File: config.mk
export PLATFORM = sky130hd
export DESIGN_NAME = fmos_ctrl
export DESIGN_NICKNAME = d
export VERILOG_FILES = /design/src/rtl/core/fmos_pkg.sv /design/src/rtl/core/fmos_ctrl.sv
export SDC_FILE = /design/constraint.sdc
export NUM_CORES = 1
export LEC_CHECK = 0
export BUFFER_PORTS_ARGS = -buffer_cell sky130_fd_sc_hd__buf_2
export CAP_MARGIN = 0
export CORE_AREA = 2 2 39 41
export CTS_BUF_LIST = sky130_fd_sc_hd__clkbuf_16
export CTS_CLUSTER_DIAMETER = 80
export CTS_CLUSTER_SIZE = 10
export DETAILED_ROUTE_END_ITERATION = 8
export DIE_AREA = 0 0 41 43
export PLACE_DENSITY = 0.47
export REMOVE_ABC_BUFFERS = 1
export SLEW_MARGIN = 0
export SYNTH_ARGS = -nofsm -noshare
export SYNTH_HDL_FRONTEND = slang
export SYNTH_SLANG_ARGS = --single-unit
File: constraint.sdc
create_clock -name clk -period 1.48 [get_ports clk]
set_input_delay 0.444 -clock clk [delete_from_list [all_inputs] [get_ports clk]]
set_output_delay 0.444 -clock clk [all_outputs]
set_load 0.005 [all_outputs]
File: src/rtl/core/fmos_pkg.sv
`timescale 1ns / 1ps

package fmos_pkg;

  // Table geometry
  localparam int GRID_MAX  = 1024;
  localparam int MODES_MAX = 8;
  localparam int GRID_W    = $clog2(GRID_MAX);
  localparam int MODE_W    = $clog2(MODES_MAX);

  // Register widths
  localparam int GCFG_W    = 11;
  localparam int MCFG_W    = 4;
  localparam int CFG_ADDR_W = 2;
  localparam int CFG_DATA_W = 11;

  // Arithmetic widths
  localparam int ENTRY_W   = 16;
  localparam int PROD_W    = 2 * ENTRY_W;
  localparam int PAIR_W    = 18;
  localparam int PQ_W      = 2 * PAIR_W;
  localparam int TERM_W    = PQ_W + 1;
  localparam int ACC_W     = 48;
  localparam int PIPE_STAGES = 6;

  // Stream widths
  localparam int IN_DATA_W  = 56;
  localparam int OUT_DATA_W = 2 * ACC_W;

  // Command codes carried on in_tuser
  localparam logic CMD_LOAD    = 1'b0;
  localparam logic CMD_COMPUTE = 1'b1;

  // Register indexes
  localparam logic [CFG_ADDR_W-1:0] REG_GRID_POINTS = 2'd0;
  localparam logic [CFG_ADDR_W-1:0] REG_MODES       = 2'd1;

  typedef enum logic [1:0] {
    ST_IDLE,
    ST_RUN,
    ST_DRAIN,
    ST_FINISH
  } state_t;

  typedef struct packed {
    logic wr_en;
    logic capture;
    logic issue;
    logic load_out;
  } ctrl_cmd_t;

  typedef struct packed {
    logic idx_err;
    logic grid_zero;
    logic last_issue;
    logic pipe_busy;
    logic out_full;
  } dp_status_t;

endpackage

File: src/rtl/core/fmos_ctrl.sv
`timescale 1ns / 1ps

module fmos_ctrl
  import fmos_pkg::*;
(
  input  logic       clk,
  input  logic       rst_n,
  input  logic       in_tvalid,
  input  logic       in_tuser,
  output logic       in_tready,
  input  dp_status_t status,
  output ctrl_cmd_t  cmd
);

  state_t state_r, state_nxt;

  // Hold the state
  always_ff @(posedge clk) begin
    if (!rst_n) begin
      state_r <= ST_IDLE;
    end else begin
      state_r <= state_nxt;
    end
  end

  // Sequence one word at a time: take loads while idle, compute over the grid
  always_comb begin
    state_nxt    = state_r;
    in_tready    = 1'b0;
    cmd.wr_en    = 1'b0;
    cmd.capture  = 1'b0;
    cmd.issue    = 1'b0;
    cmd.load_out = 1'b0;
    case (state_r)
      ST_IDLE: begin
        in_tready = 1'b1;
        if (in_tvalid) begin
          if (in_tuser == CMD_LOAD) begin
            cmd.wr_en = 1'b1;
          end else begin
            cmd.capture = 1'b1;
            if (status.idx_err || status.grid_zero) begin
              state_nxt = ST_FINISH;
            end else begin
              state_nxt = ST_RUN;
            end
          end
        end
      end
      ST_RUN: begin
        cmd.issue = 1'b1;
        if (status.last_issue) begin
          state_nxt = ST_DRAIN;
        end
      end
      ST_DRAIN: begin
        if (!status.pipe_busy) begin
          state_nxt = ST_FINISH;
        end
      end
      ST_FINISH: begin
        if (!status.out_full) begin
          cmd.load_out = 1'b1;
          state_nxt    = ST_IDLE;
        end
      end
      default: begin
        state_nxt = ST_IDLE;
      end
    endcase
  end

endmodule

==> flow_summary_export.csv, run 1 <==
group,metric,value,unit
outcome,status,"finished with violations",
outcome,violations,"negative setup slack",
place,hpwl,401.1,microns
power,pwr-share-clk,40.4,%
clocking,cts_tree,"yes",
power,p_comb_share,45.2,%
detailed_routing,via_per_inst,3.803,
floorplan,die_h,43,microns
clocking,h-tree-depth,1,
floorplan,coreArea,1384,sq um
layout,largest_reg_flops,2,
synthesis,synth-seq-cells,2,
synthesis,yosysTopAreaCell,"ha_1",
setup_path,critPathLaunchType,"flip-flop",
power,power_frac_seq,14.4,%
detailed_routing,drt_iter0_markers,1,
setup_path,worstPathArrival,1040,ps
detailed_routing,drcViolationCount,0,
clocking,postCtsHoldBufs,0,
power,p_int,0.0007044,W
floorplan,row_count,14,
sta,finalSetupViolCount,1,
power,cellLeakagePower,0.2226,nW
synthesis,synth_area,202.7,sq um
setup_path,critPathMaxStageDelay,370,ps
synthesis,ys.warnings.count,0,
synthesis,synth.avg_cell_area,8.446,sq um
global_route,grt_pass1_vias,224,
clocking,cts.path.max_buffers,2,
synthesis,synth_common_cells,"4 x ha_1, 3 x inv_1, 3 x nand2_1, 3 x nor2_1, 2 x dfxtp_1",
sta,finalClockSkew,0.3435,ps
setup_path,path_cells,"inv_4, ha_4, and3_4, buf_6",
clocking,root_buffer,"clkbuf_16",
sta,fmax,673.0,MHz
sta,finalWorstSetupSlack,-5.827,ps
setup_path,crit_fanout,4,
detailed_routing,wl_per_cell,8.607,microns
detailed_routing,ant_nets,0,
layout,antenna_cells,0,
sta,period_share,100.4,%
setup_path,worst_setup_path_end_kind,"output pin",
layout,nets,60,
layout,fillCellCount,149,
detailed_routing,postRouteWirelength,525,microns
synthesis,ys_seq_area_share,19.75,%
place,port_buffers,13,
floorplan,dieArea,1763,sq um
sta,hold_viol,0,
power,p_per_area,2178,nW/um^2
global_route,grt_start_max_net_pins,5,
synthesis,synth-edff-count,0,
floorplan,initial_core_util,14.65,%
clocking,clk_latency,220,ps
worst_hold_path,worst_hold_path_type,"primary input to flip-flop",
floorplan,die_x,41,microns
sta,rsz0062_at_grt,"true",
sta,slew_viol_final,0,
global_route,globalRouteTotalUtil,7.207,%
layout,area_growth_syn_to_layout,125.9,%
synthesis,synthCells,24,
setup_path,worstSetupPathType,"flip-flop to output pin",
sta,slew_headroom,88.66,%
global_route,grt_overflow_total,0,
detailed_routing,vias,232,
synthesis,synth_top_area_share,24.69,%
sta,worst_pin_slew,170.1,ps
sta,whs,465.7,ps
setup_path,path_buf_inv,2,
layout,reg.largest.list,"state_r x2",
sta,timing.final.crit_period,1486,ps
clocking,clkSinkCount,2,
global_route,grt_pass1_wl,759,microns
worst_hold_path,holdCritStartpoint,"rst_n",
power,p_total,0.0009973,W
synthesis,yosysMostFrequentCell,"ha_1",
flow_run,cap_violations,0,
floorplan,io_pins,14,
setup_path,crit_path_top_delay_cell,"dfxtp_4",
power,peakVddDrop,0.0006626,V
synthesis,synth_ff_type,"dfxtp_1",
setup_path,required,1040,ps
setup_path,critical_path.top_delay_family,"flip-flops",
setup_path,crit_path_start,"state_r[0]$_SDFFE_PN0P_",
power,power_switching,0.0002929,W
layout,top_register,"state_r",
global_route,antenna_found_initial,0,
place,gp_congestion,0.6772,
detailed_routing,dr.pass1.iters,2,
clocking,clk_pin_slew,30,ps
layout,layout-drive-gt1-share,68.89,%
setup_path,r2r-start,"state_r[0]$_SDFFE_PN0P_",
synthesis,async_reset_ff_share,0,%
clocking,cts_buffers,3,
synthesis,synthDistinctLibCells,14,
power,p_sw_share,29.37,%
layout,post-route-util,33.09,%
synthesis,synth.area.top_cells,"ha_1 25%, dfxtp_1 20%, a221oi_2 7.4%",
[cell type report]
| class | count | area, sq um | area share, % |
|---|---|---|---|
| clock buffer | 3 | 75.07 | 16.39 |
| tap | 16 | 20.02 | 4.372 |
| timing repair buffer | 18 | 115.1 | 25.14 |
| sequential | 2 | 47.55 | 10.38 |
| inverter | 3 | 16.27 | 3.552 |
| multi-input combinational | 19 | 183.9 | 40.16 |
[stage by stage]
step / setup TNS (ps) / area, sq um / setup slack (ps) / cells
4_1_cts: -26.13 / 419.2 / -13.69 / 60
3_3_place_gp: -35.57 / 310.3 / -35.57 / 56
2_1_floorplan: 0 / 202.7 / 38.16 / 24
6_report: -5.827 / 457.9 / -5.827 / 61
5_1_grt: -66.99 / 457.9 / -31.09 / 61
3_5_place_dp: -61.69 / 310.3 / -61.69 / 56
[power by group through the flow]
stage               Combinational (W)  Sequential (W)  Clock, W
floorplan                    0.000216       0.0000975         0
global placement             0.000358        0.000106         0
detailed placement           0.000361        0.000106         0
CTS                          0.000440        0.000115  0.000406
global route                 0.000502        0.000149  0.000412
finish                       0.000451        0.000144  0.000403
[cell usage in the layout, fill, tap and decap left out]
cell type / n
buf_2: 11
buf_4: 5
nand2_1: 3
nor2_1: 3
clkbuf_16: 3
inv_4: 2
ha_4: 2
buf_6: 2
dfxtp_4: 2
and3_4: 1
and2b_2: 1
a22o_1: 1
nor2b_1: 1
a211o_1: 1
inv_1: 1
a221oi_2: 1
nand2b_1: 1
o221ai_1: 1
mux2i_1: 1
ha_2: 1
ha_1: 1
[per-layer routing]
| metal | global-route usage (%) | vias up | wire length [microns] | share of wire (%) |
|---|---|---|---|---|
| met2 | 10.63 | 12 | 216 | 41 |
| met4 | 8.000 | 0 | 15 | 2.9 |
| met1 | 5.414 | 92 | 235 | 45 |
| met3 | 4.712 | 2 | 57 | 11 |
| met5 | 0 | - | 0 | 0 |
| li1 | - | 126 | - | - |
[worst register-to-register path: stages, from the launching register on]
cell,delay [ps]
dfxtp_4,370
inv_4,50
ha_2,180
a22o_1,190
a211o_1,320
a221oi_2,240
[path summary, 6_finish.rpt]
check | depth (start not counted) | to | slack, ps
setup / recovery | 4 | cmd[2] | -6
hold / removal | 3 | state_r[0]$_SDFFE_PN0P_ | 470
setup reg to reg | 5 | state_r[0]$_SDFFE_PN0P_ | 40
hold reg to reg | 2 | state_r[1]$_SDFFE_PN0P_ | 520
[kinds of logic (layout without fill, tap and decap cells)]
| logic type | after synthesis | count (layout) | synth area share [%] |
|---|---|---|---|
| mux | 1 | 1 | 4.938 |
| compound gates | 4 | 4 | 20.37 |
| buf+inv | 3 | 24 | 5.555 |
| fa+ha+maj | 4 | 4 | 24.69 |
| simple gates | 10 | 10 | 24.70 |
| flops | 2 | 2 | 19.75 |
[what timing repair did]
action,4_1_cts,5_1_grt
pin swaps,3,4
buffers inserted,1,1
setup endpoints to repair,5,4
resized for setup,8,8
No activity file was read; power rests on OpenSTA's default activity.
==> run 2, diff against run 1 <==
--- a/config.mk
+++ b/config.mk
@@ -15,6 +15,7 @@
 export DIE_AREA = 0 0 41 43
 export PLACE_DENSITY = 0.47
 export REMOVE_ABC_BUFFERS = 1
+export SETUP_SLACK_MARGIN = 0.5
 export SLEW_MARGIN = 0
 export SYNTH_ARGS = -nofsm -noshare
 export SYNTH_HDL_FRONTEND = slang
==> run 2 against run 1 <==
  * The run still ends with negative setup slack left
  * Global-route usage increased by 0.30 points
  * Clock skew is essentially flat
  * Non-clock buffer count unchanged
  * First-iteration DRC count did not move
  * Clock-buffer cell count did not move
  * Combinational power barely moved
  * Sequential power about the same
  * Clock power about the same
  * Setup slack about the same
  * Wire length stayed put
  * Register-to-register slack hardly changed
  * Die area did not move
  * Largest cell class unchanged
==> flow_summary_export.csv, run 2 (synthesis gave the netlist of run 1 again) <==
group,metric,value,unit
place,port_buffers,13,
layout,reg.largest.list,"state_r x2",
power,p_int,0.0007042,W
power,pwr-share-clk,40.4,%
power,power_frac_seq,14.4,%
power,cellLeakagePower,0.2226,nW
layout,layout-drive-gt1-share,68.89,%
layout,area_growth_syn_to_layout,125.9,%
sta,worst_pin_slew,170.1,ps
worst_hold_path,worst_hold_path_type,"primary input to flip-flop",
layout,largest_reg_flops,2,
global_route,antenna_found_initial,0,
floorplan,row_count,14,
detailed_routing,via_per_inst,3.820,
detailed_routing,vias,233,
layout,nets,60,
sta,finalSetupViolCount,1,
power,p_per_area,2178,nW/um^2
sta,slew_viol_final,0,
layout,top_register,"state_r",
place,dpl.cell_count,56,
layout,layout.cells.non_filler,61,
global_route,globalRouteTotalUtil,7.508,%
detailed_routing,drcViolationCount,0,
flow_run,cap_violations,0,
power,peakVddDrop,0.0006626,V
outcome,violations,"negative setup slack",
setup_path,critPathLaunchType,"flip-flop",
sta,whs,465.7,ps
floorplan,io_pins,14,
global_route,grt_overflow_total,0,
sta,fmax,672.8,MHz
sta,finalClockSkew,0.3311,ps
clocking,cts.path.max_buffers,2,
layout,mostFrequentLayoutCells,"11 x buf_2, 5 x buf_4, 3 x nand2_1, 3 x nor2_1, 3 x clkbuf_16",
clocking,cts_tree,"yes",
floorplan,coreArea,1384,sq um
power,power_switching,0.0002931,W
global_route,grt_start_max_net_pins,5,
setup_path,crit_fanout,4,
floorplan,die_h,43,microns
sta,slew_headroom,88.66,%
place,hpwl,401.1,microns
detailed_routing,drt_iter0_markers,1,
clocking,clk_pin_slew,30,ps
sta,period_share,100.4,%
setup_path,required,1040,ps
sta,hold_viol,0,
sta,rsz0062_at_grt,"true",
detailed_routing,postRouteWirelength,525,microns
clocking,clk_latency,220,ps
setup_path,worstPathArrival,1040,ps
power,p_comb_share,45.2,%
power,p_sw_share,29.39,%
sta,finalWorstSetupSlack,-6.288,ps
floorplan,initial_core_util,14.65,%
sta,timing.final.crit_period,1486,ps
clocking,root_buffer,"clkbuf_16",
setup_path,worstSetupPathType,"flip-flop to output pin",
layout,mostFrequentLayoutCell,"buf_2",
layout,antenna_cells,0,
clocking,clkSinkCount,2,
detailed_routing,wl_per_cell,8.607,microns
global_route,grt_pass1_vias,220,
clocking,h-tree-depth,1,
setup_path,worst_setup_path_end_kind,"output pin",
place,gp_congestion,0.6772,
clocking,cts_buffers,3,
floorplan,die_x,41,microns
detailed_routing,dr.pass1.iters,2,
floorplan,dieArea,1763,sq um
outcome,status,"finished with violations",
detailed_routing,ant_nets,0,
global_route,grt_pass1_wl,800,microns
-- run 2: area by class of cell --
cell class | instances | area, sq um
fillers | 149 | 925.9
multi-input cells | 19 | 183.9
repair buffers | 18 | 115.1
clock buffers | 3 | 75.07
flip-flops and latches | 2 | 47.55
well taps | 16 | 20.02
inverters | 3 | 16.27
-- run 2: routing by layer --
| metal | share of wire [%] | GRT usage [%] | vias up |
|---|---|---|---|
| met5 | 0 | 0 | - |
| met4 | 2.9 | 8.000 | 0 |
| met3 | 11 | 4.712 | 2 |
| met2 | 42 | 10.63 | 12 |
| met1 | 44 | 6.369 | 93 |
| li1 | - | - | 126 |
-- run 2: path summary, 6_finish.rpt --
kind / from / to / slack [ps] / cells after the start
setup / recovery: state_r[0]$_SDFFE_PN0P_ / cmd[2] / -6 / 4
hold / removal: rst_n / state_r[0]$_SDFFE_PN0P_ / 470 / 3
setup reg to reg: state_r[0]$_SDFFE_PN0P_ / state_r[0]$_SDFFE_PN0P_ / 40 / 5
hold reg to reg: state_r[1]$_SDFFE_PN0P_ / state_r[1]$_SDFFE_PN0P_ / 520 / 2
-- run 2: power by group through the flow --
stage               registers (W)  logic, W  clock network, W
floorplan               0.0000975  0.000216                 0
global placement         0.000106  0.000358                 0
detailed placement       0.000106  0.000361                 0
CTS                      0.000120  0.000440          0.000406
global route             0.000149  0.000501          0.000412
finish                   0.000144  0.000451          0.000403
-- run 2: metrics by stage --
stage | setup TNS [ps] | cell area [sq um] | setup WS (ps) | total power [W] | util [%]
global route | -62.47 | 457.9 | -30.82 | 0.001062 | 33.09
finish | -6.288 | 457.9 | -6.288 | 0.0009973 | 33.09
detailed placement | -61.69 | 310.3 | -61.69 | 0.0004668 | 22.42
global placement | -35.57 | 310.3 | -35.57 | 0.0004634 | 22.42
floorplan | 0 | 202.7 | 38.16 | 0.0003131 | -
CTS | -15.51 | 424.2 | -8.254 | 0.0009661 | 30.65
-- run 2: repair_timing --
item,4_1_cts,5_1_grt
hold buffers,0,0
setup endpoints to repair,7,7
gates resized for setup,10,6
setup buffers,1,1
pin swaps,7,5
-- run 2: critical path, stage by stage (launching register included) --
cell and delay [ps]:
dfxtp_4 370, inv_4 50, ha_4 160, and3_4 140, buf_6 110
==> run 3, diff against run 2 <==
--- a/config.mk
+++ b/config.mk
@@ -13,7 +13,7 @@
 export CTS_CLUSTER_SIZE = 10
 export DETAILED_ROUTE_END_ITERATION = 8
 export DIE_AREA = 0 0 41 43
-export PLACE_DENSITY = 0.47
+export PLACE_DENSITY_LB_ADDON = 0.3
 export REMOVE_ABC_BUFFERS = 1
 export SETUP_SLACK_MARGIN = 0.5
 export SLEW_MARGIN = 0
==> run 3 against run 2 <==
  * Largest power group unchanged
  * The flow still finishes with violations (negative setup slack)
  * Setup slack about the same
  * Global-route usage increased by 0.70 points
  * Clock power increased by 1%
  * Clock-buffer cell count unchanged
  * Combinational power increased by 7.3%
  * Non-clock buffer count increased by 1
  * Critical path type unchanged
  * Largest cell class unchanged
  * Critical endpoint is now cmd[0]
  * Highest routed layer unchanged
  * Design area decreased by 1.9%
==> flow_summary_export.csv, run 3 (synthesis gave the netlist of run 1 again) <==
group,metric,value,unit
clocking,clkSinkCount,2,
setup_path,path_cells,"ha_2, and2b_2, buf_2",
setup_path,required,1040,ps
place,gp_congestion,0.6642,
sta,whs,477.6,ps
power,peakVddDrop,0.0007411,V
power,cellLeakagePower,0.2241,nW
clocking,cts_tree,"yes",
layout,fin_area,449.2,sq um
setup_path,r2r-start,"state_r[0]$_SDFFE_PN0P_",
layout,top_register,"state_r",
outcome,violations,"negative setup slack",
worst_hold_path,holdCritStartpoint,"rst_n",
floorplan,coreArea,1384,sq um
floorplan,row_count,14,
setup_path,critical_path.top_delay_family,"flip-flops",
clocking,clk_pin_slew,30,ps
sta,finalClockSkew,1.249,ps
floorplan,dieArea,1763,sq um
sta,period_share,100.5,%
global_route,grt_start_max_net_pins,5,
detailed_routing,via_per_inst,3.968,
sta,timing.final.crit_period,1487,ps
layout,antenna_cells,0,
worst_hold_path,whs_path_depth,3,
layout,area_growth_syn_to_layout,121.6,%
global_route,grt_pass1_wl,890,microns
global_route,antenna_found_initial,0,
place,placed_cell_area,317.8,sq um
detailed_routing,drt_iter0_markers,1,
layout,mostFrequentLayoutCells,"12 x buf_2, 6 x buf_4, 3 x nor2_1, 3 x ha_2, 3 x clkbuf_16",
layout,largest_reg_flops,2,
layout,fillCellCount,158,
outcome,status,"finished with violations",
floorplan,die_x,41,microns
place,port_buffers,13,
clocking,postCtsHoldBufs,0,
layout,post-route-util,32.46,%
setup_path,crit_path_top_delay_cell,"dfxtp_4",
sta,finalSetupViolCount,1,
detailed_routing,wl_per_cell,9.129,microns
global_route,globalRouteTotalUtil,8.208,%
floorplan,die_h,43,microns
clocking,root_buffer,"clkbuf_16",
layout,nets,61,
detailed_routing,postRouteWirelength,566,microns
setup_path,cp.depth,3,
sta,finalWorstSetupSlack,-6.763,ps
detailed_routing,vias,246,
sta,worst_pin_slew,190.2,ps
clocking,cts_buffers,3,
floorplan,initial_core_util,14.65,%
setup_path,critPathMaxStageDelay,350,ps
detailed_routing,ant_nets,0,
clocking,clk_latency,220,ps
detailed_routing,drcViolationCount,0,
power,p_total,0.001010,W
worst_hold_path,worst_hold_path_type,"primary input to flip-flop",
clocking,cts.path.max_buffers,2,
layout,layout-drive-gt1-share,73.91,%
sta,rsz0062_at_grt,"true",
power,p_per_area,2249,nW/um^2
clocking,h-tree-depth,1,
setup_path,worst_setup_path_end_kind,"output pin",
layout,reg.largest.list,"state_r x2",
setup_path,path_buf_inv,1,
floorplan,io_pins,14,
setup_path,crit_fanout,3,
setup_path,worstSetupPathType,"flip-flop to output pin",
flow_run,cap_violations,0,
sta,tns,-6.763,ps
global_route,grt_overflow_total,0,
sta,slew_viol_final,0,
sta,hold_viol,0,
layout,mostFrequentLayoutCell,"buf_2",
place,hpwl,388.5,microns
detailed_routing,dr.pass1.iters,2,
global_route,grt_pass1_vias,237,
setup_path,ff2ff_path_depth,5,
setup_path,worstPathArrival,1040,ps
sta,fmax,672.6,MHz
setup_path,critPathLaunchType,"flip-flop",
setup_path,crit_path_start,"state_r[0]$_SDFFE_PN0P_",
sta,slew_headroom,87.32,%
## run 3: changes by cell type in the layout (fill, tap and decap cells not counted)
cell	change
inv_2	+1
ha_4	-1
nand2_2	+1
buf_6	-1
buf_2	+1
dfxtp_4	-1
inv_4	-1
buf_4	+1
dfxtp_2	+1
nand2_1	-1
ha_1	-1
ha_2	+2
## run 3: timing repair
item	CTS	global route
pin swaps	7	1
gates resized for setup	8	6
setup endpoints to repair	7	7
cloned	0	0
buffers inserted	2	0
## run 3: final timing paths
| kind | to | slack [ps] |
|---|---|---|
| setup / recovery | cmd[0] | -7 |
| hold / removal | state_r[0]$_SDFFE_PN0P_ | 480 |
| setup reg to reg | state_r[0]$_SDFFE_PN0P_ | 40 |
| hold reg to reg | state_r[1]$_SDFFE_PN0P_ | 610 |
## run 3: layout make-up
class	instances	area (sq um)	share of cell area (%)
multi-input cells	19	178.9	39.83
well taps	16	20.02	4.457
inverters	3	13.76	3.064
flip-flops and latches	2	45.04	10.03
repair buffers	19	116.4	25.91
clock buffers	3	75.07	16.71
## run 3: stage by stage
stage,setup WS (ps),instances
6_report,-6.763,62
4_1_cts,1.358,62
5_1_grt,-44.19,62
3_3_place_gp,-74.45,57
3_5_place_dp,-61.86,57
2_1_floorplan,38.16,24
## run 3: worst reg2reg max path, delay by kind of cell, from the launching register on
kind                       cells  cell delay, ps
AOI/OAI and AO/OA              2             570
and+or+nand+nor                1             130
buffers and inverters          1             130
adders and majority gates      1             170
DFF                            1             350
## run 3: power by group
part           total [W]  switching [W]  leakage (nW)  internal [W]
Clock           0.000407      0.0000629        0.0370      0.000344
Combinational   0.000484       0.000201         0.170      0.000282
Sequential      0.000120      0.0000304        0.0175     0.0000896
## run 3: per-layer routing
metal | vias up | GRT usage, % | wire length (microns)
li1 | 129 | - | -
met1 | 104 | 8.280 | 234
met2 | 11 | 10.94 | 259
met3 | 2 | 4.712 | 56
met4 | 0 | 8.000 | 15
met5 | - | 0 | 0
